===== config.mk =====
export PLATFORM = sky130hd
export DESIGN_NAME = sra_cell
export DESIGN_NICKNAME = d
export VERILOG_FILES = /design/src/sra_pkg.sv /design/src/sra_cell.sv
export SDC_FILE = /design/constraint.sdc
export NUM_CORES = 1
export LEC_CHECK = 0
export BUFFER_PORTS_ARGS = -buffer_cell sky130_fd_sc_hd__buf_2
export CAP_MARGIN = 20
export CORE_ASPECT_RATIO = 0.6
export CORE_MARGIN = 8
export CORE_UTILIZATION = 34
export DETAILED_ROUTE_END_ITERATION = 12
export MAX_ROUTING_LAYER = met4
export PLACE_DENSITY = 0.64
export SYNTH_ARGS = -nofsm -noshare
export SYNTH_HDL_FRONTEND = slang
export SYNTH_SLANG_ARGS = --single-unit

===== constraint.sdc =====
create_clock -name aclk -period 5.36 [get_ports aclk]
set_input_delay 1.072 -clock aclk [delete_from_list [all_inputs] [get_ports aclk]]
set_output_delay 1.072 -clock aclk [all_outputs]
set_load 0.02 [all_outputs]

===== src/sra_pkg.sv =====
`default_nettype none
// ----------------------------------------------------------------------------
// sra_pkg: shared types and constants of the shelf rectangle allocator
// Holds the atlas geometry, the command and status codes, the transaction
// payloads and the token that walks the row of shelf cells.
// ----------------------------------------------------------------------------
package sra_pkg;

    localparam int ATLAS_SIZE  = 1024;
    localparam int MAX_SHELVES = 256;
    localparam int CELL_GAP    = 1;

    // Field widths are fixed by the transaction format
    localparam int COORD_W = 10;
    localparam int DIM_W   = 11;
    localparam int SUM_W   = DIM_W + 1;

    localparam logic [SUM_W-1:0] ATLAS_S = SUM_W'(ATLAS_SIZE);
    localparam logic [SUM_W-1:0] GAP_S   = SUM_W'(CELL_GAP);

    typedef enum logic {
        CMD_ALLOC = 1'b0,
        CMD_CLEAR = 1'b1
    } cmd_t;

    typedef enum logic [1:0] {
        ST_PLACED  = 2'd0,
        ST_EMPTY   = 2'd1,
        ST_REJECT  = 2'd2,
        ST_CLEARED = 2'd3
    } status_t;

    typedef enum logic [1:0] {
        S_IDLE,
        S_WALK,
        S_DONE
    } ctrl_state_t;

    typedef struct packed {
        cmd_t             command;
        logic [DIM_W-1:0] rect_width;
        logic [DIM_W-1:0] rect_height;
    } in_t;

    typedef struct packed {
        status_t            status;
        logic [COORD_W-1:0] place_x;
        logic [COORD_W-1:0] place_y;
    } out_t;

    // Request token handed from cell to cell
    typedef struct packed {
        logic               active;
        logic               done;
        logic               set_full;
        status_t            status;
        logic [COORD_W-1:0] x;
        logic [COORD_W-1:0] y;
        logic [DIM_W-1:0]   w;
        logic [DIM_W-1:0]   h;
        logic [DIM_W-1:0]   next_y;
    } tok_t;

endpackage
`default_nettype wire


===== src/sra_cell.sv =====
`default_nettype none
// ----------------------------------------------------------------------------
// sra_cell: one shelf slot
// Holds the top row, height and fill of one shelf. A passing request token
// is placed on this shelf if it fits, opens the shelf if the slot is unused,
// or carries on with the bottom edge of this shelf.
// ----------------------------------------------------------------------------
module sra_cell
    import sra_pkg::*;
(
    input  wire logic aclk,
    input  wire logic aresetn,
    input  wire logic clear,
    input  wire tok_t tok_in,
    output tok_t      tok_out
);

    logic               valid_reg, valid_next;
    logic [COORD_W-1:0] top_reg, top_next;
    logic [DIM_W-1:0]   tall_reg, tall_next;
    logic [DIM_W-1:0]   fill_reg, fill_next;
    tok_t               tok_reg, tok_next;

    logic [SUM_W-1:0] fill_sum;
    logic [SUM_W-1:0] bottom_sum;
    logic [SUM_W-1:0] new_bottom;

    assign fill_sum   = SUM_W'(fill_reg) + SUM_W'(tok_in.w);
    assign bottom_sum = SUM_W'(top_reg) + SUM_W'(tall_reg) + GAP_S;
    assign new_bottom = SUM_W'(tok_in.next_y) + SUM_W'(tok_in.h);

    always_comb begin
        valid_next = valid_reg;
        top_next   = top_reg;
        tall_next  = tall_reg;
        fill_next  = fill_reg;
        tok_next   = tok_in;
        if (clear) begin
            valid_next = 1'b0;
        end else if (tok_in.active && !tok_in.done) begin
            if (valid_reg) begin
                if (tall_reg >= tok_in.h && fill_sum <= ATLAS_S) begin
                    fill_next       = DIM_W'(fill_sum + GAP_S);
                    tok_next.done   = 1'b1;
                    tok_next.status = ST_PLACED;
                    tok_next.x      = fill_reg[COORD_W-1:0];
                    tok_next.y      = top_reg;
                end else begin
                    tok_next.next_y = DIM_W'(bottom_sum);
                end
            end else begin
                // first unused slot: open a new shelf here if it fits
                tok_next.done = 1'b1;
                tok_next.x    = '0;
                tok_next.y    = '0;
                if (SUM_W'(tok_in.w) > ATLAS_S) begin
                    tok_next.status = ST_REJECT;
                end else if (new_bottom > ATLAS_S) begin
                    tok_next.status   = ST_REJECT;
                    tok_next.set_full = 1'b1;
                end else begin
                    valid_next      = 1'b1;
                    top_next        = tok_in.next_y[COORD_W-1:0];
                    tall_next       = tok_in.h;
                    fill_next       = DIM_W'(SUM_W'(tok_in.w) + GAP_S);
                    tok_next.status = ST_PLACED;
                    tok_next.y      = tok_in.next_y[COORD_W-1:0];
                end
            end
        end
    end

    always_ff @(posedge aclk) begin
        if (!aresetn) begin
            valid_reg <= 1'b0;
            tok_reg   <= '0;
        end else begin
            valid_reg <= valid_next;
            tok_reg   <= tok_next;
        end
    end

    always_ff @(posedge aclk) begin
        top_reg  <= top_next;
        tall_reg <= tall_next;
        fill_reg <= fill_next;
    end

    assign tok_out = tok_reg;

endmodule
`default_nettype wire


---- After elaboration in Yosys (flattened, before gate mapping) ----
Cells that the tools add are included.
storage, ports and cells
  register bits ........................... 91
  word-level logic and storage cells ...... 61
  output and inout bits ................... 58
  bits of input ports ..................... 61
operators by class
  magnitude comparators ................... 4
  bitwise logic cells ..................... 5
  $add $sub $neg .......................... 6
  reduce and logical (&&, ||, !) cells .... 6
  mux-type cells .......................... 24
  eq/ne operators ......................... 3
operators with widths
  kind                                                                      number
  11-bit 2-to-1 mux                                                         8
  24-bit 2-to-1 mux                                                         2
  22-bit 2-to-1 mux                                                         2
  11-bit by 1-bit adder with 11-bit output (second input constant)          3
  11-bit by 11-bit adder with 12-bit output                                 2
  10-bit 2-to-1 mux                                                         2
  12-bit by 11-bit > comparator with 1-bit output (second input constant)   1
  12-bit by 11-bit <= comparator with 1-bit output (second input constant)  1
  10-bit by 11-bit adder with 11-bit output                                 1
  11-bit >= comparator                                                      1
  11-bit > comparator (second input constant)                               1
  5-bit AND reduction                                                       2
  1-bit 2-to-1 mux                                                          8
  1-bit NOT                                                                 5
  2-bit 2-to-1 mux                                                          2
  2-bit != test (second input constant)                                     2
  1-bit logical AND                                                         2
  2-bit by 1-bit != test with 1-bit output (second input constant)          1
  2-bit OR reduction                                                        1
  1-bit logical NOT                                                         1

---- Longest topological paths before layout ----
  depth after elaboration ................. 7
  gate-level depth with buffers ........... 12

---- Worst setup path after synthesis ----
Ideal clock, no wire load.
  path type ............................... in2reg
  from .................................... in tok_in[0] (netlist bit)
  to ...................................... reg tall_reg[0], enable pin
  slack ................................... 0.483 ns
  stages on the path ...................... 10
  setup time .............................. 0.425 ns
  path buffers ............................ 0
  arrival ................................. 4.451 ns
  required time ........................... 4.935 ns
  path through ............................ ha_1 -> inv_1 -> fa_1 -> nor2b_1 -> o221ai_1 -> a221oi_1 -> xor2_1 -> nor4_1 -> o21ai_1 -> nor3_1
on the way
  word-level cells in the longest chain between the ends .. 4
ends and longest elaborated chain
  item                                             line            source
  start: declaration                               sra_cell.sv:14  input wire tok_t tok_in,
  11-bit by 11-bit adder with 12-bit output        sra_cell.sv:30  assign new_bottom = SUM_W'(tok_in.next_y) + SUM_W'(tok_in.h);
  12-bit by 11-bit > comparator with 1-bit output  sra_cell.sv:58  end else if (new_bottom > ATLAS_S) begin
  1-bit NOT (no line)                              n/a
  5-bit AND reduction (no line)                    n/a
  end signal: assignment                           sra_cell.sv:85  tall_reg <= tall_next;
  end: declaration                                 sra_cell.sv:20  logic [DIM_W-1:0] tall_reg, tall_next;
No other way between the ends.
A chain may end at the register's enable or synchronous reset.

---- Final worst setup path ----
  from .................................... in tok_in[0] (netlist bit)
  to ...................................... reg fill_reg[3], enable pin
on the way
  word-level cells in the longest chain between the ends .. 4
ends and longest elaborated chain
  item                                             line            source
  11-bit by 11-bit adder with 12-bit output        sra_cell.sv:30
  12-bit by 11-bit > comparator with 1-bit output  sra_cell.sv:58
  2-bit != test (no line)                          n/a
  5-bit AND reduction (no line)                    n/a
  end signal: assignment                           sra_cell.sv:86  fill_reg <= fill_next;
  end: declaration                                 sra_cell.sv:21  logic [DIM_W-1:0] fill_reg, fill_next;
No other way between the ends.

==> results.json <==
{
  "stdcell_count": 818,
  "fp-row-count": 34,
  "drive_gt1_share_pct": 23.9,
  "drc": 0,
  "drv_cap": 0,
  "dp_cells": 800,
  "crit_fanout": 11,
  "core-area_um2": 14500,
  "cts_num_sinks": 91,
  "synth_area_um2": 5030,
  "synth_warnings": 0,
  "cp-start-kind": "input port",
  "post-route-period-util_pct": 75.2,
  "cts_buffers": 9,
  "power_density_nw_per_um2": 274,
  "synth-async-reset-ratio_pct": 0,
  "clock_latency_ps": 350,
  "wire_per_inst_um": 18.7,
  "die_y_um": 110,
  "ys_types": 61,
  "synth_edf_count": 32,
  "cts.repair.resized": 0,
  "drv_slew": 0,
  "ant_nets": 0,
  "clockRootBuffer": "clkbuf_16",
  "status": "completed",
  "avgSynthCellArea_um2": 10.1,
  "ir_drop_uv": 143,
  "power.leakage_nw": 2.70,
  "ys_ff_latch": 91,
  "slew_headroom_pct": 40.8,
  "die_x_um": 173,
  "tritoncts": "yes",
  "dr.pass1.iters": 5,
  "antenna_found_initial": 2,
  "grt_pass1_wl_mm": 23.2,
  "drt_iter0_markers": 409,
  "cts_buffer_depth": 2,
  "syn_nets": 606,
  "end_kind": "flip-flop",
  "synth_top_area_share_pct": 23.5,
  "htree_levels": 3,
  "groute.usage.overall_pct": 16.2,
  "netlist.top_cell.by_area": "dfxtp_1",
  "fin_skew_ps": 4.47,
  "crit_required_ps": 5350,
  "initial_core_util_pct": 34.8,
  "largest_register_ffs": 58,
  "grt_max_degree": 29,
  "clk_pin_slew_ps": 70,
  "io_pins": 119,
  "hp-class": "reg2reg",
  "wl_mm": 15.3,
  "ys_seq_area_share_pct": 42.5,
  "die_area_um2": 19100,
  "dp_hpwl_mm": 12.2,
  "crit_type": "in2reg",
  "ys.flop_type": "dfxtp_1",
  "syn_inst": 498,
  "cts_hold_buf": 0,
  "worstMarginPinSlew_ps": 887,
  "final-hold-violation-count": 0,
  "rsz0062_at_grt": "no",
  "totalNegativeSetupSlack_ps": 0,
  "gp_congestion": 0.901,
  "via_count": 4186,
  "port_buffers": 118,
  "area_delta_synth_final_pct": 21.5,
  "fin_nets": 721,
  "cp.arrival_ps": 4020,
  "setup_viol": 0,
  "synth_area_leaders": "dfxtp_1 23%, edfxtp_1 19%, ha_1 11%, and2_1 3.2%, xnor2_1 3.1%",
  "grt_overflow": 0,
  "fin_crit_ps": 4030,
  "first_global_vias": 4002,
  "cts_setup_buffers": 0,
  "max_freq_mhz": 248,
  "vias_per_cell": 5.12
}
report_power, final:
| part | leakage, nW | total, mW | internal, mW | switching (mW) |
|---|---|---|---|---|
| sequential | 0.780 | 0.756 | 0.745 | 0.0106 |
| combinational | 1.79 | 0.308 | 0.120 | 0.188 |
| clock | 0.133 | 0.613 | 0.322 | 0.291 |
| total | 2.70 | 1.68 | 1.19 | 0.490 |
final timing paths:
path / from / endpoint / slack (ps) / cells past startpoint
min: top_reg[7] / tok_out[40] / 520 / 1
min reg2reg: top_reg[7] / tok_out[40] / 520 / 1
max: tok_in[0] / fill_reg[3] / 1330 / 12
max reg2reg: fill_reg[4] / tok_out[33] / 1770 / 9
worst max-delay path, stage by stage:
cell      delay, ps
buf_2           150
ha_1            180
inv_1            50
fa_1            400
nor2b_1         200
o221ai_1        160
a221oi_1        400
xor2_1          120
nor4_1          450
o21ai_1         250
nor2_1          130
o21a_1          450
cells by family (layout without fill, tap and decap cells):
kind of cell	Yosys count	in the layout	share of synthesized area [%]
xor gates and xnor gates	32	32	5.57
AOI/OAI and AO/OA	131	131	19.0
DFF	91	91	42.5
adders and majority gates	47	47	12.1
muxes	11	11	2.21
and+or+nand+nor	144	144	15.1
other	0	2	0
buffers and inverters	42	162	3.48
cell type report:
class	count	area, um^2
fillers	1415	8350
multi-input cells	365	2730
flip-flops and latches	91	2140
repair buffers	121	613
well taps	198	248
clock buffers	9	225
inverters	25	93.8
clock inverters	7	61.3
diodes	2	5.00
routing by layer:
metal / global-route usage [%] / share of wire, % / wire (um)
met1: 25.0 / 55 / 8350
met2: 20.2 / 36 / 5540
met3: 3.64 / 8.3 / 1270
met4: 4.10 / 1.0 / 158
met5: - / 0 / 0
synth_stat cells (5+ instances only):
master and count:
dfxtp_1 59, ha_1 44, edfxtp_1 32, nor2_1 32
nand2_1 31, and2_1 26, inv_1 25, a21oi_1 22
xnor2_1 18, o21ai_0 16, xor2_1 14, clkbuf_1 12
a21o_1 11, a221o_1 11, a22o_1 11, mux2i_1 10
a211oi_1 9, a31oi_1 8, o21a_1 8, nor2b_1 7
nor3_1 7, nor4_1 6, nand4_1 5, o21ai_1 5
or3_1 5
cells in the final DEF (no fill, tap or decap), types with 4 or more instances in the layout:
| cell type | synthesis | final |
|---|---|---|
| a211oi_1 | 9 | 9 |
| a21o_1 | 11 | 11 |
| a21oi_1 | 22 | 22 |
| a221o_1 | 11 | 11 |
| a22o_1 | 11 | 11 |
| a31oi_1 | 8 | 8 |
| and2_1 | 26 | 26 |
| buf_2 | 2 | 118 |
| clkbuf_16 | 0 | 9 |
| dfxtp_1 | 59 | 59 |
| edfxtp_1 | 32 | 32 |
| ha_1 | 44 | 44 |
| inv_1 | 25 | 25 |
| mux2i_1 | 10 | 10 |
| nand2_1 | 31 | 31 |
| nand3_1 | 4 | 4 |
| nand4_1 | 5 | 5 |
| nor2_1 | 32 | 32 |
| nor2b_1 | 7 | 7 |
| nor3_1 | 7 | 6 |
| nor3b_1 | 4 | 4 |
| nor4_1 | 6 | 5 |
| o21a_1 | 8 | 8 |
| o21ai_0 | 16 | 16 |
| o21ai_1 | 5 | 5 |
| or3_1 | 5 | 5 |
| xnor2_1 | 18 | 18 |
| xor2_1 | 14 | 14 |
per-stage QoR:
step / hold WS (ps) / total power, mW / utilization [%] / area (um^2) / setup slack (ps)
after floorplan: 465 / 0.969 / - / 5030 / 483
after global placement: 499 / 1.07 / 40.3 / 5830 / 1060
after detailed placement: 504 / 1.08 / 40.3 / 5830 / 985
after CTS: 520 / 1.69 / 42.3 / 6110 / 1350
after global routing: 534 / 1.75 / 42.3 / 6120 / 970
final: 522 / 1.68 / 42.3 / 6120 / 1330
Note: power is estimated with default switching activity, not from simulation.
