$ cat config.mk
export PLATFORM = sky130hd
export DESIGN_NAME = sra_ctrl
export DESIGN_NICKNAME = d
export VERILOG_FILES = /design/src/sra_pkg.sv /design/src/sra_ctrl.sv
export SDC_FILE = /design/constraint.sdc
export NUM_CORES = 1
export LEC_CHECK = 0
export BUFFER_PORTS_ARGS = -buffer_cell sky130_fd_sc_hd__buf_2
export CAP_MARGIN = 20
export CORE_ASPECT_RATIO = 0.6
export CORE_MARGIN = 5
export CORE_UTILIZATION = 44
export DETAILED_ROUTE_END_ITERATION = 8
export PLACE_DENSITY = 0.79
export SYNTH_ARGS = -nofsm -noshare
export SYNTH_HDL_FRONTEND = slang
export SYNTH_SLANG_ARGS = --single-unit
$ cat constraint.sdc
create_clock -name aclk -period 2.8 [get_ports aclk]
set_input_delay 0.14 -clock aclk [delete_from_list [all_inputs] [get_ports aclk]]
set_output_delay 0.14 -clock aclk [all_outputs]
set_load 0.02 [all_outputs]
$ cat src/sra_pkg.sv
`default_nettype none
// ----------------------------------------------------------------------------
// sra_pkg: shared types and constants of the shelf rectangle allocator
// Holds the atlas geometry, the command and status codes, the transaction
// payloads and the token that walks the row of shelf cells.
// ----------------------------------------------------------------------------
package sra_pkg;

    localparam int ATLAS_SIZE  = 1024;
    localparam int MAX_SHELVES = 256;
    localparam int CELL_GAP    = 1;

    // Field widths are fixed by the transaction format
    localparam int COORD_W = 10;
    localparam int DIM_W   = 11;
    localparam int SUM_W   = DIM_W + 1;

    localparam logic [SUM_W-1:0] ATLAS_S = SUM_W'(ATLAS_SIZE);
    localparam logic [SUM_W-1:0] GAP_S   = SUM_W'(CELL_GAP);

    typedef enum logic {
        CMD_ALLOC = 1'b0,
        CMD_CLEAR = 1'b1
    } cmd_t;

    typedef enum logic [1:0] {
        ST_PLACED  = 2'd0,
        ST_EMPTY   = 2'd1,
        ST_REJECT  = 2'd2,
        ST_CLEARED = 2'd3
    } status_t;

    typedef enum logic [1:0] {
        S_IDLE,
        S_WALK,
        S_DONE
    } ctrl_state_t;

    typedef struct packed {
        cmd_t             command;
        logic [DIM_W-1:0] rect_width;
        logic [DIM_W-1:0] rect_height;
    } in_t;

    typedef struct packed {
        status_t            status;
        logic [COORD_W-1:0] place_x;
        logic [COORD_W-1:0] place_y;
    } out_t;

    // Request token handed from cell to cell
    typedef struct packed {
        logic               active;
        logic               done;
        logic               set_full;
        status_t            status;
        logic [COORD_W-1:0] x;
        logic [COORD_W-1:0] y;
        logic [DIM_W-1:0]   w;
        logic [DIM_W-1:0]   h;
        logic [DIM_W-1:0]   next_y;
    } tok_t;

endpackage
`default_nettype wire

$ cat src/sra_ctrl.sv
`default_nettype none
// ----------------------------------------------------------------------------
// sra_ctrl: request sequencer of the shelf rectangle allocator
// Takes input transactions, answers clear, empty and full requests at once,
// launches allocation tokens into the shelf row, collects them at the tail
// and drives the result register.
// ----------------------------------------------------------------------------
module sra_ctrl
    import sra_pkg::*;
(
    input  wire logic aclk,
    input  wire logic aresetn,
    input  wire logic s_valid,
    output logic      s_ready,
    input  wire in_t  s_data,
    output logic      m_valid,
    input  wire logic m_ready,
    output out_t      m_data,
    output logic      clear,
    output tok_t      inject,
    input  wire tok_t tail
);

    ctrl_state_t state_reg, state_next;
    logic        full_reg, full_next;
    out_t        res_reg, res_next;
    tok_t        inject_reg, inject_next;
    logic        m_valid_reg, m_valid_next;
    out_t        m_data_reg, m_data_next;

    always_comb begin
        state_next   = state_reg;
        full_next    = full_reg;
        res_next     = res_reg;
        inject_next  = inject_reg;
        m_valid_next = m_valid_reg;
        m_data_next  = m_data_reg;
        clear        = 1'b0;
        s_ready      = (state_reg == S_IDLE);

        inject_next.active = 1'b0;
        if (m_valid_reg && m_ready) begin
            m_valid_next = 1'b0;
        end

        case (state_reg)
            S_IDLE: begin
                if (s_valid) begin
                    res_next = '{status: ST_REJECT, place_x: '0, place_y: '0};
                    state_next = S_DONE;
                    case (s_data.command)
                        CMD_CLEAR: begin
                            clear           = 1'b1;
                            full_next       = 1'b0;
                            res_next.status = ST_CLEARED;
                        end
                        default: begin
                            if (full_reg) begin
                                res_next.status = ST_REJECT;
                            end else if (s_data.rect_width == '0 ||
                                         s_data.rect_height == '0) begin
                                res_next.status = ST_EMPTY;
                            end else begin
                                inject_next = '{active: 1'b1, done: 1'b0, set_full: 1'b0,
                                                status: ST_REJECT, x: '0, y: '0,
                                                w: s_data.rect_width,
                                                h: s_data.rect_height,
                                                next_y: '0};
                                state_next = S_WALK;
                            end
                        end
                    endcase
                end
            end
            S_WALK: begin
                if (tail.active) begin
                    state_next = S_DONE;
                    if (tail.done) begin
                        res_next = '{status: tail.status, place_x: tail.x, place_y: tail.y};
                        if (tail.set_full) begin
                            full_next = 1'b1;
                        end
                    end else begin
                        // every slot in use: full unless the width alone fails
                        res_next = '{status: ST_REJECT, place_x: '0, place_y: '0};
                        if (SUM_W'(tail.w) <= ATLAS_S) begin
                            full_next = 1'b1;
                        end
                    end
                end
            end
            S_DONE: begin
                if (!m_valid_reg || m_ready) begin
                    m_valid_next = 1'b1;
                    m_data_next  = res_reg;
                    state_next   = S_IDLE;
                end
            end
            default: begin
                state_next = S_IDLE;
            end
        endcase
    end

    always_ff @(posedge aclk) begin
        if (!aresetn) begin
            state_reg   <= S_IDLE;
            full_reg    <= 1'b0;
            m_valid_reg <= 1'b0;
            inject_reg  <= '0;
        end else begin
            state_reg   <= state_next;
            full_reg    <= full_next;
            m_valid_reg <= m_valid_next;
            inject_reg  <= inject_next;
        end
    end

    always_ff @(posedge aclk) begin
        res_reg    <= res_next;
        m_data_reg <= m_data_next;
    end

    assign inject  = inject_reg;
    assign m_valid = m_valid_reg;
    assign m_data  = m_data_reg;

endmodule
`default_nettype wire

# Word level (Yosys, flattened, before mapping)

Index checks and enable logic that the tools add are counted.

$add $sub $neg: 0
Multipliers: 0
Divide/modulo/power cells: 0
Magnitude comparators: 1
Equal/unequal tests: 8
Shifts and indexed selects: 0
Mux-type cells: 28
Bitwise operators: 6
Reduce and logical (&&, ||, !) cells: 14

Operator list:

| cell                   | count |
|---|---|
| $mux W22               | 3 |
| $mux W58               | 1 |
| $pmux W22 S2           | 1 |
| $logic_not A11 Y1      | 2 |
| $mux W2                | 9 |
| $mux W1                | 12 |
| $le A11 B11 Y1 const B | 1 |
| $ne A2 B2 Y1 const B   | 3 |
| $ne A3 B3 Y1 const B   | 2 |
| $not A1 Y1             | 6 |
| $pmux W2 S3            | 1 |
| $reduce_and A3 Y1      | 2 |
| $reduce_and A6 Y1      | 1 |
| $reduce_and A5 Y1      | 1 |
| $reduce_or A5 Y1       | 1 |
| $eq A2 B1 Y1 const B   | 1 |
| $eq A2 B2 Y1 const B   | 1 |
| $logic_not A2 Y1       | 1 |
| $logic_or A1 B1 Y1     | 2 |
| $ne A2 B1 Y1 const B   | 1 |
| $pmux W1 S2            | 1 |
| $reduce_and A2 Y1      | 1 |
| $reduce_bool A2 Y1     | 1 |
| $logic_and A1 B1 Y1    | 1 |
| $logic_not A1 Y1       | 1 |

Bits in registers: 72
Bits in latches: 0
Bits in writable memories: 0
ROM bits: 0
Input port bits: 85
Output and inout bits: 83
Memories: 0

# Longest topological paths before layout

Gate-level depths: netlist of run 1.

Word-level depth: 7
Gate-level depth with buffers: 6
Mapped depth without buffers: 4

# Worst setup path before layout of run 1

No wires, ideal clock.

Path kind: flip-flop to flip-flop
From: register state_reg[0]
To: register m_data_reg, in the netlist m_data[0] (enable)
Library setup time: 403 ps
Arrival: 1600 ps
Path slack: 796 ps
Cell stages (with the launch flop): 4
Path buffers: 1
Path through: dfxtp_1 > buf_6 > nand2b_1 > nor2b_1

Cells in the longest elaborated chain, start to end: 2

Ends and longest elaborated chain:

| item                               | line            | source |
|---|---|---|
| start, declared                    | sra_ctrl.sv:24  | `ctrl_state_t state_reg, state_next;` |
| start signal, assigned             | sra_ctrl.sv:112 | `state_reg <= state_next;` |
| $eq A2 B2 Y1                       | sra_ctrl.sv:46  | `case (state_reg)` |
| $reduce_and A2 Y1 (no source line) | n/a             |  |
| end signal, assigned               | sra_ctrl.sv:121 | `m_data_reg <= m_data_next;` |
| end, declared                      | sra_ctrl.sv:29  | `out_t m_data_reg, m_data_next;` |

Every way passes these cells.
A chain may end at the register's enable or synchronous reset.

# Final worst setup path of run 1

From: register state_reg[0]
To: register res_reg[8] in the netlist's numbering (enable)

Cells in the longest elaborated chain, start to end: 3
Elaborated cells between the ends (all ways): 6

Ends and longest elaborated chain:

| item                                                                | line            | source |
|---|---|---|
| $eq A2 B1 Y1 or $logic_not A2 Y1 (tied branches)                    | sra_ctrl.sv:46  |  |
| $ne A2 B2 Y1 (no source line) or $reduce_bool A2 Y1 (tied branches) | n/a             |  |
| $reduce_and A3 Y1 (no source line) (*)                              | n/a             |  |
| end signal, assigned                                                | sra_ctrl.sv:120 | `res_reg <= res_next;` |
| end, declared                                                       | sra_ctrl.sv:26  | `out_t res_reg, res_next;` |

Every way passes the cells marked *; elsewhere a longest branch is shown, timed or not.

==> flow_results.org, run 1 <==
** Logic synthesis
- In this run, synthesis inferred between 40 and 50 flip-flops with an integrated enable.
- Seq cells post-synth :: 72
- For this run, asynchronously set or reset flops after synthesis account for 0.
- Most numerous cell in the Yosys netlist :: nand2_1
- Synth top area share :: 0.4367
- Yosys printed 0 warnings.
- In the synthesized netlist, the cells that appear most often are nand2_1 (46), edfxtp_1 (44), buf_4 (34), dfxtp_1 (28), mux2i_1 (23).
- After synthesis the cells add up to 3025 sq um.
- Averaged over all synthesized cells, the footprint is 12.01 sq um.
- Counting distinct cell types in the post-synthesis netlist gives 32.
- After technology mapping, the gate count stands at 252.
- Cells taking the most area after synthesis :: edfxtp_1 (44%), dfxtp_1 (19%), buf_4 (8.4%), mux2i_1 (7.6%), nand2_1 (5.7%)
- For this run, the leading register cell type out of synthesis is edfxtp_1.
- The share of the Yosys chip area taken by registers is 0.6220.
- edfxtp_1 takes more of the synthesized area than any other cell.

** Setup path
- CP endpoint kind :: register
- Data arrives at the worst endpoint at 1720 ps.
- The number of buffers and inverters on the critical path is 1.
- Along the worst path, the maximum fanout reaches 15.
- Launch point of the worst reg-to-reg path :: state_reg[0]$_SDFFE_PN0P_
- Reg-to-reg critical path endpoint :: res_reg[8]$_SDFFCE_PN0P_
- The critical path goes through mux2i_1, nor2_2, buf_4.
- Worst r2r path cells :: 3
- CP Class :: register to register
- Critical path launch point type :: register
- Longest individual stage delay on the worst path :: 520 ps
- The kind of cell with the highest combined delay along the critical path is flip-flops.
- Slowest stage cell on the critical path :: dfxtp_1
- Critical path required time :: 2820 ps
- In this run the register-to-register setup slack is 1090 ps.

** Clock tree
- Setup Buffers After CTS :: 0
- CTS Buf Count :: 9
- Clock tree synthesis found a total of 72 sinks.
- Counting along the longest clock path gives a buffer depth of 2.
- Clock tree from TritonCTS :: yes
- Clock transition at the register clock pins on the worst setup and hold paths after CTS :: 60 ps
- Root Buffer Master :: clkbuf_16
- In this run the number of H-tree levels came out at 3.
- Number of buffers added to fix hold violations after cts :: 0
- Once the clock tree was built, the resizer swapped 0 gates to a different size.
- For the worst-skew pair, the clock arrives at the later sink with an insertion delay of 320 ps.

** Floorplan
- Std cell rows :: 23
- Die W :: 117.1 um
- The initial utilization of the core area, before any placement, comes to 0.4531.
- Top-level I/O count :: approximately 170
- The die is around 74 um tall.
- The die covers 8689 sq um.
- Area of the core region :: 6676 sq um

** Final layout
- 0 antenna diodes ended up in the layout.
- Flip-flop count of the largest register, all copies and words added :: 24
- For this run, the post-layout net count is 451.
- From synthesis to final layout, the design area changed by 26.26%.
- Number of fill cells in the layout :: 586
- In the final layout, the share of cells above drive strength 1 is 0.3693.

** Status
- Run status :: finished, final reports clean

** Place
- During placement, the flow inserted port buffers numbering between 100 and 150.
- At the placement stage, the worst setup path has a slack of 829.5 ps.
- Weighted congestion reported at the end of routability-driven placement :: 0.8033
- The HPWL after detailed placement is approximately 5 mm.

** STA
- Sum of negative setup slack :: 0 ps
- Final hold violations :: 0
- Setup violations remaining at the end of the flow were counted as 0.
- In this run the tightest slew margin relative to its limit is 0.4789.
- Across the routed clock network, the largest skew measured is roughly 3.8 ps.
- Share of the cycle needed by the critical path after routing :: 0.6092
- Transition time at the pin with the least slew margin :: 781.6 ps
- Time the worst path needs with I/O delays and setup :: 1706 ps
- Unrepaired setup endpoints after global routing :: no
- The final max-slew violation count was 0.
- Max Clk Rate :: 0.5862 GHz
- Setup slack on the critical path of the routed design comes to ~1100 ps.

** Power
- In this run the static leakage power is between 0.0015 and 0.002 uW.
- The share of total power dissipated in sequential elements is 0.465.
- Combinational fraction of design power :: 0.111
- The share of total power dissipated in the clock network is 0.424.
- Power spent charging and discharging nets :: ~640 uW
- Cell internal power was estimated by the tool at 1984 uW.
- Dividing total power by cell area gives a power density of 687.5 nW/um^2.
- After layout, the design draws a total of 2626 uW.
- VDD sags by at most 0.0003210 V.
- Of the total power, the share spent switching nets is 0.2446.

** Drt
- Detailed-route vias per instance :: around 4.5
- In this run, the number of DRC markers left after iteration 0 of detailed routing was 101.
- The routed layout has approximately 2.1k vias.
- In the routed design, unresolved DRC markers number 0.
- First-pass DRT Iterations :: 4
- Summed over all layers, the routed wires come to 6.507 mm.
- WL/cell :: 14.21 um
- The count of nets left with antenna violations once routing finished came out at 0.

** Worst hold path
- HP Start :: s_data[20]
- Along the worst hold path, the cell count comes to 3.
- The min-delay analysis places its worst path in the category input pin to register.
- Endpoint, Worst Hold :: inject[31]$_SDFFE_PN0P_

** Global routing
- First-pass GRT wire length :: 9.701 mm
- For met3 alone, demand over resource in global routing was 0.05366.
- Initial antenna violation count :: 0
- Maximum number of pins on one net before global-route repair :: 51
- Met1 Usage GRT :: 0.1781
- Total global-route track usage :: 0.1479
- The number of global-route vias before repair is between 2k and 2.5k.
- The global routing stage identified its most utilized layer as met2.
- In the global route stage, met2 resource usage came out at 0.2457.
- Overflow left after global routing :: 0

** Job
- Max-cap violations :: 0
[power groups by stage]
stage	clock network [uW]	logic, uW	registers [uW]
global route	1190	317	1230
floorplan	0	181	1280
global placement	0	286	1240
detailed placement	0	291	1250
CTS	1150	292	1220
finish	1110	291	1220
[layer usage]
metal	wire length, um	vias up
met5	0	-
met4	74	0
met3	548	9
met2	3231	86
met1	2651	954
li1	-	1023
[tightest hold or removal path: cells and delay by family]
kind	cells	cell delay, ps
buf+inv	1	100
mux	1	50
simple gates	1	50
[cell usage in the layout (no fill, tap or decap), drive strengths merged, types with 3 or more instances in the layout]
cell type and n:
nand2b 3, clkbuf 9, and2 20, nand2 47, buf 115, nor4 8
nor2 8, inv 4, mux2i 23, edfxtp 44, dfxtp 28, and3 3
conb 34, nor3 3, clkinv 4
[cell families (layout without fill, tap and decap cells)]
logic type / Yosys count / in the layout / share of synthesized area
AOI/OAI and AO/OA: 13 / 13 / 0.03061
buffers and inverters: 49 / 135 / 0.1129
DFF: 72 / 72 / 0.6220
muxes: 23 / 23 / 0.07610
other: 1 / 34 / 0.001240
and+or+nand+nor: 94 / 94 / 0.1572
[through the flow]
| stage | instance area [sq um] | utilization | instances | hold WS [ps] |
|---|---|---|---|---|
| floorplan | 3149 | - | 285 | 282.2 |
| global placement | 3515 | 0.5264 | 441 | 397.6 |
| detailed placement | 3515 | 0.5264 | 441 | 404.5 |
| CTS | 3812 | 0.5710 | 457 | 62.05 |
| global route | 3820 | 0.5722 | 458 | 76.34 |
| finish | 3820 | 0.5722 | 458 | 72.39 |
[final cells by class]
class	count	area, sq um	share of cell area
inverter	4	15.01	0.003931
tap	87	108.9	0.02850
timing repair buffer	115	585.6	0.1533
clock inverter	7	72.57	0.01900
clock buffer	9	225.2	0.05896
sequential	72	1882	0.4926
multi-input combinational	164	930.9	0.2437
[how the worst max path moves through the flow]
stage	from	endpoint	cells past startpoint
floorplan	state_reg[0]$_SDFFE_PN0P_	m_data[0]$_DFFE_PP_	3
global placement	state_reg[0]$_SDFFE_PN0P_	res_reg[12]$_SDFFCE_PN0P_	3
detailed placement	state_reg[0]$_SDFFE_PN0P_	res_reg[0]$_SDFFCE_PN0P_	3
CTS	state_reg[0]$_SDFFE_PN0P_	res_reg[7]$_SDFFCE_PN0P_	3
global route	state_reg[0]$_SDFFE_PN0P_	res_reg[7]$_SDFFCE_PN0P_	4
finish	state_reg[0]$_SDFFE_PN0P_	res_reg[8]$_SDFFCE_PN0P_	3
(Power assumes the default switching activity.)
==> run 2: changes to the inputs <==
--- a/config.mk
+++ b/config.mk
@@ -5,13 +5,14 @@
 export SDC_FILE = /design/constraint.sdc
 export NUM_CORES = 1
 export LEC_CHECK = 0
+export ABC_AREA = 1
 export BUFFER_PORTS_ARGS = -buffer_cell sky130_fd_sc_hd__buf_2
 export CAP_MARGIN = 20
 export CORE_ASPECT_RATIO = 0.6
 export CORE_MARGIN = 5
-export CORE_UTILIZATION = 44
+export CORE_UTILIZATION = 40
 export DETAILED_ROUTE_END_ITERATION = 8
-export PLACE_DENSITY = 0.79
+export PLACE_DENSITY = 0.76
 export SYNTH_ARGS = -nofsm -noshare
 export SYNTH_HDL_FRONTEND = slang
 export SYNTH_SLANG_ARGS = --single-unit
==> constraint.sdc (replaced) <==
create_clock -name aclk -period 1.5 [get_ports aclk]
set_input_delay 0.075 -clock aclk [delete_from_list [all_inputs] [get_ports aclk]]
set_output_delay 0.075 -clock aclk [all_outputs]
set_load 0.02 [all_outputs]
==> run 2 against run 1 <==
  * Largest power group unchanged
  * Non-clock buffer count rose by 22
  * Utilization rose by 1.1 points
  * Power is 110% higher
  * Critical path depth up 7
  * Via count up 18%
  * Area after synthesis up 2.1%
  * Design area grew 13%
  * Die area grew 11%
==> flow_results.org, run 2 <==
** Status
- Run status :: finished, final reports clean

** Power
- Total power divided by cell area :: 1308 nW/um^2 (+90%)
- The largest vdd supply drop was 0.0008428 V (+160%).
- Leakage power :: 0.002192 uW (+28%)

** Drt
- The number of nets with antenna violations after routing is 0 (unchanged).
- The number of design rule violations left after detail routing came to 0 (unchanged).
- Number of violations reported at the end of detailed-routing iteration 0 :: 183 (+81%)
- The detailed-route wire length per cell is 12.62 um (-11%).
- Routed Wire Length :: 7.420 mm (+14%)
- The total number of vias is 2455 (+18%).
- Detailed-route vias per instance :: 4.175 (-7.7%)
- The first-pass detailed-route iteration total is 4 (unchanged).

** Setup path
- The arrival time of data at the critical path endpoint was 1670 ps (-50 ps).
- The required time of the critical path was 1720 ps (-1100 ps).
- Critical path launch point type :: input pin
- The critical path is of the input pin to register type.
- STA classifies the critical path endpoint as a register.
- The worst-path maximum fanout is 7 (-8).
- The reg-to-reg setup timing slack was 100 ps (-990 ps).

** Floorplan
- The die boundary width is 123.5 um (+5.5%).
- The count of pins on the block boundary was 168 (unchanged).
- The total core area is 7387 sq um (+11%).
- The height of the die came to 78.07 um (+5.2%).
- Initial Utilization :: 0.4182 (-0.03496)
- The full die area is 9638 sq um (+11%).
- Std cell rows :: 24 (+4.3%)

** Final layout
- Antenna diode count :: 0 (unchanged)
- The number of flip-flops in the largest register was 24 (unchanged).
- Leading cell type in the layout, fill and taps excluded :: buf_2
- The final net count is 564 (+25%).
- In the layout the commonest cells are buf_2 (106), nor2_1 (85), nand2_1 (61).
- The fraction of final layout cells sized beyond drive strength 1 is 0.2955 (-0.07382).
- Relative to the synthesized area, the layout overhead comes to 39.37%.

** Clock tree
- Root Buffer Master :: clkbuf_16
- Sink count of the clock tree :: 72 (unchanged)
- The H-tree level count is 3 (unchanged).
- Clock tree from TritonCTS :: yes
- Buffers from clock root to sink, at most :: 2 (unchanged)
- Latest clock arrival within the worst-skew pair :: 330 ps (about the same)
- CTS Buf Count :: 9 (unchanged)
- The clock edge transition at the registers on the reported setup and hold paths is 60 ps (about the same).

** STA
- Share of the cycle needed by the critical path after routing :: 0.9667
- The slack of the critical path is 49.98 ps (-1044 ps).
- The number of hold violations in the final report was 0 (unchanged).
- The clock tree skew after final layout came to 4.153 ps (+0.3972 ps).
- Derived from the worst setup path, the maximum achievable clock frequency is 0.6896 GHz.
- Time the worst path needs with I/O delays and setup :: 1450 ps
- Worst hold slack across all endpoints :: 18.74 ps (-53.65 ps)
- The setup-violating endpoint count in the final report came to 0 (unchanged).
- Final Max Slew Viols :: 0 (unchanged)

** Job
- Max-cap violations :: 0 (unchanged)

** Logic synthesis
- Yosys attributes the largest share of cell area to edfxtp_1 (43%), dfxtp_1 (18%), nor2_1 (11%), buf_4 (9.0%), nand2_1 (7.4%).
- Async set-reset flop share out of synthesis :: 0 (unchanged)
- In the synthesized netlist the dominant register cell turns out to be edfxtp_1.
- Post-synth top area cell :: edfxtp_1
- Synthesized netlist cell count :: 342 (+36%)
- Post-synth EDFFs :: 44 (unchanged)
- Synth unique cells :: 20 (-38%)
- The most common cell in the synthesized netlist is nor2_1.
- In the synthesized netlist, the cells that appear most often are nor2_1 (88), nand2_1 (61), inv_1 (55), edfxtp_1 (44), buf_4 (37).
- The per-instance average area after synthesis came to 9.033 sq um (-25%).
- The number of warnings reported in the yosys synthesis log was 0 (unchanged).
- Seq cells post-synth :: 72 (unchanged)
- Portion of the post-synthesis area used by sequential elements :: 0.6092 (-0.01285)
- The share of the synthesized area in the top cell type came to 0.4277 (-0.009021).
- The mapped cell area was 3089 sq um (+2.1%).

** Global routing
- Total global-route track usage :: 0.1481 (+0.0001923)
- The remaining global-route overflow was 0 (unchanged).
- Via count of the first global-routing pass :: 2348 (+15%)
- The global-route wire length before repair was 11.12 mm (+15%).
- The number of antenna violations at the first check in global routing is 0 (unchanged).
- Maximum number of pins on one net before global-route repair :: 45 (-12%)

** Worst hold path
- Worst min path class :: input pin to register

** Place
- Weighted congestion reported at the end of routability-driven placement :: 0.8115 (+1.0%)
- Post-placement setup slack :: 75.62 ps (-753.9 ps)
- The number of input and output port buffers inserted is 111 (unchanged).
- Estimated wirelength of the detail-placed design :: 5.249 mm (+7.3%)
==> run 2: final cells by class <==
type                    count  area [sq um]
repair buffers            137         912.1
clock buffers              11         254.0
well taps                 104         130.1
multi-input cells         204         827.0
inverters                  55         210.2
clock inverters             5         85.08
fillers                   658          3082
flip-flops and latches     72          1887
==> run 2: what timing repair did <==
| item | in CTS | in global routing |
|---|---|---|
| gates resized for setup | 0 | 8 |
| hold buffers | 16 | 1 |
| hold endpoints to repair | 16 | 1 |
| buffers inserted | 0 | 1 |
| endpoints found under the setup margin | 0 | 24 |
==> run 2: kinds of logic after synthesis <==
kind of cell / synth area share
AOI/OAI and AO/OA: 0.02147
other: 0.001214
DFF: 0.6092
and+or+nand+nor: 0.1989
buffers and inverters: 0.1693
==> run 2: worst paths after layout <==
kind / from / end / cells after the start
max: s_data[18] / inject[14]$_SDFFE_PN0P_ / 10
min: s_data[16] / inject[27]$_SDFFE_PN0P_ / 3
max reg2reg: state_reg[0]$_SDFFE_PN0P_ / inject[32]$_SDFFE_PN0P_ / 8
min reg2reg: res_reg[21]$_DFFE_PP_ / m_data[21]$_DFFE_PP_ / 0
==> run 2: metrics by stage <==
| step | instances | power (uW) | util | setup TNS (ps) | cell area (sq um) |
|---|---|---|---|---|---|
| 4_1_cts | 586 | 5655 | 0.5679 | 0 | 4195 |
| 6_report | 588 | 5633 | 0.5828 | 0 | 4305 |
| 2_1_floorplan | 375 | 2976 | - | -151.5 | 3229 |
| 3_5_place_dp | 554 | 3223 | 0.5003 | 0 | 3696 |
| 5_1_grt | 588 | 5906 | 0.5828 | -328.8 | 4305 |
| 3_3_place_gp | 554 | 3194 | 0.5003 | 0 | 3696 |
==> run 2: worst max-delay path, cell delays in order <==
cell	delay (ps)
dlygate4sd3_1	530
buf_2	130
nor3_1	180
nand2_1	120
nand4_1	130
buf_6	190
clkbuf_16	170
nand2_1	50
nand2_1	50
nor2_1	40
==> run 2: metal layers <==
metal	routed length [um]	vias to the layer above	track usage
li1	-	1247	-
met1	3159	1083	0.1814
met2	3479	113	0.2417
met3	656	12	0.04957
met4	124	0	0.05967
met5	0	-	0
==> run 2: power breakdown <==
part,internal (uW),switching [uW]
clock network,1570,792
logic,330,558
registers,2320,63.6
total,4220,1410
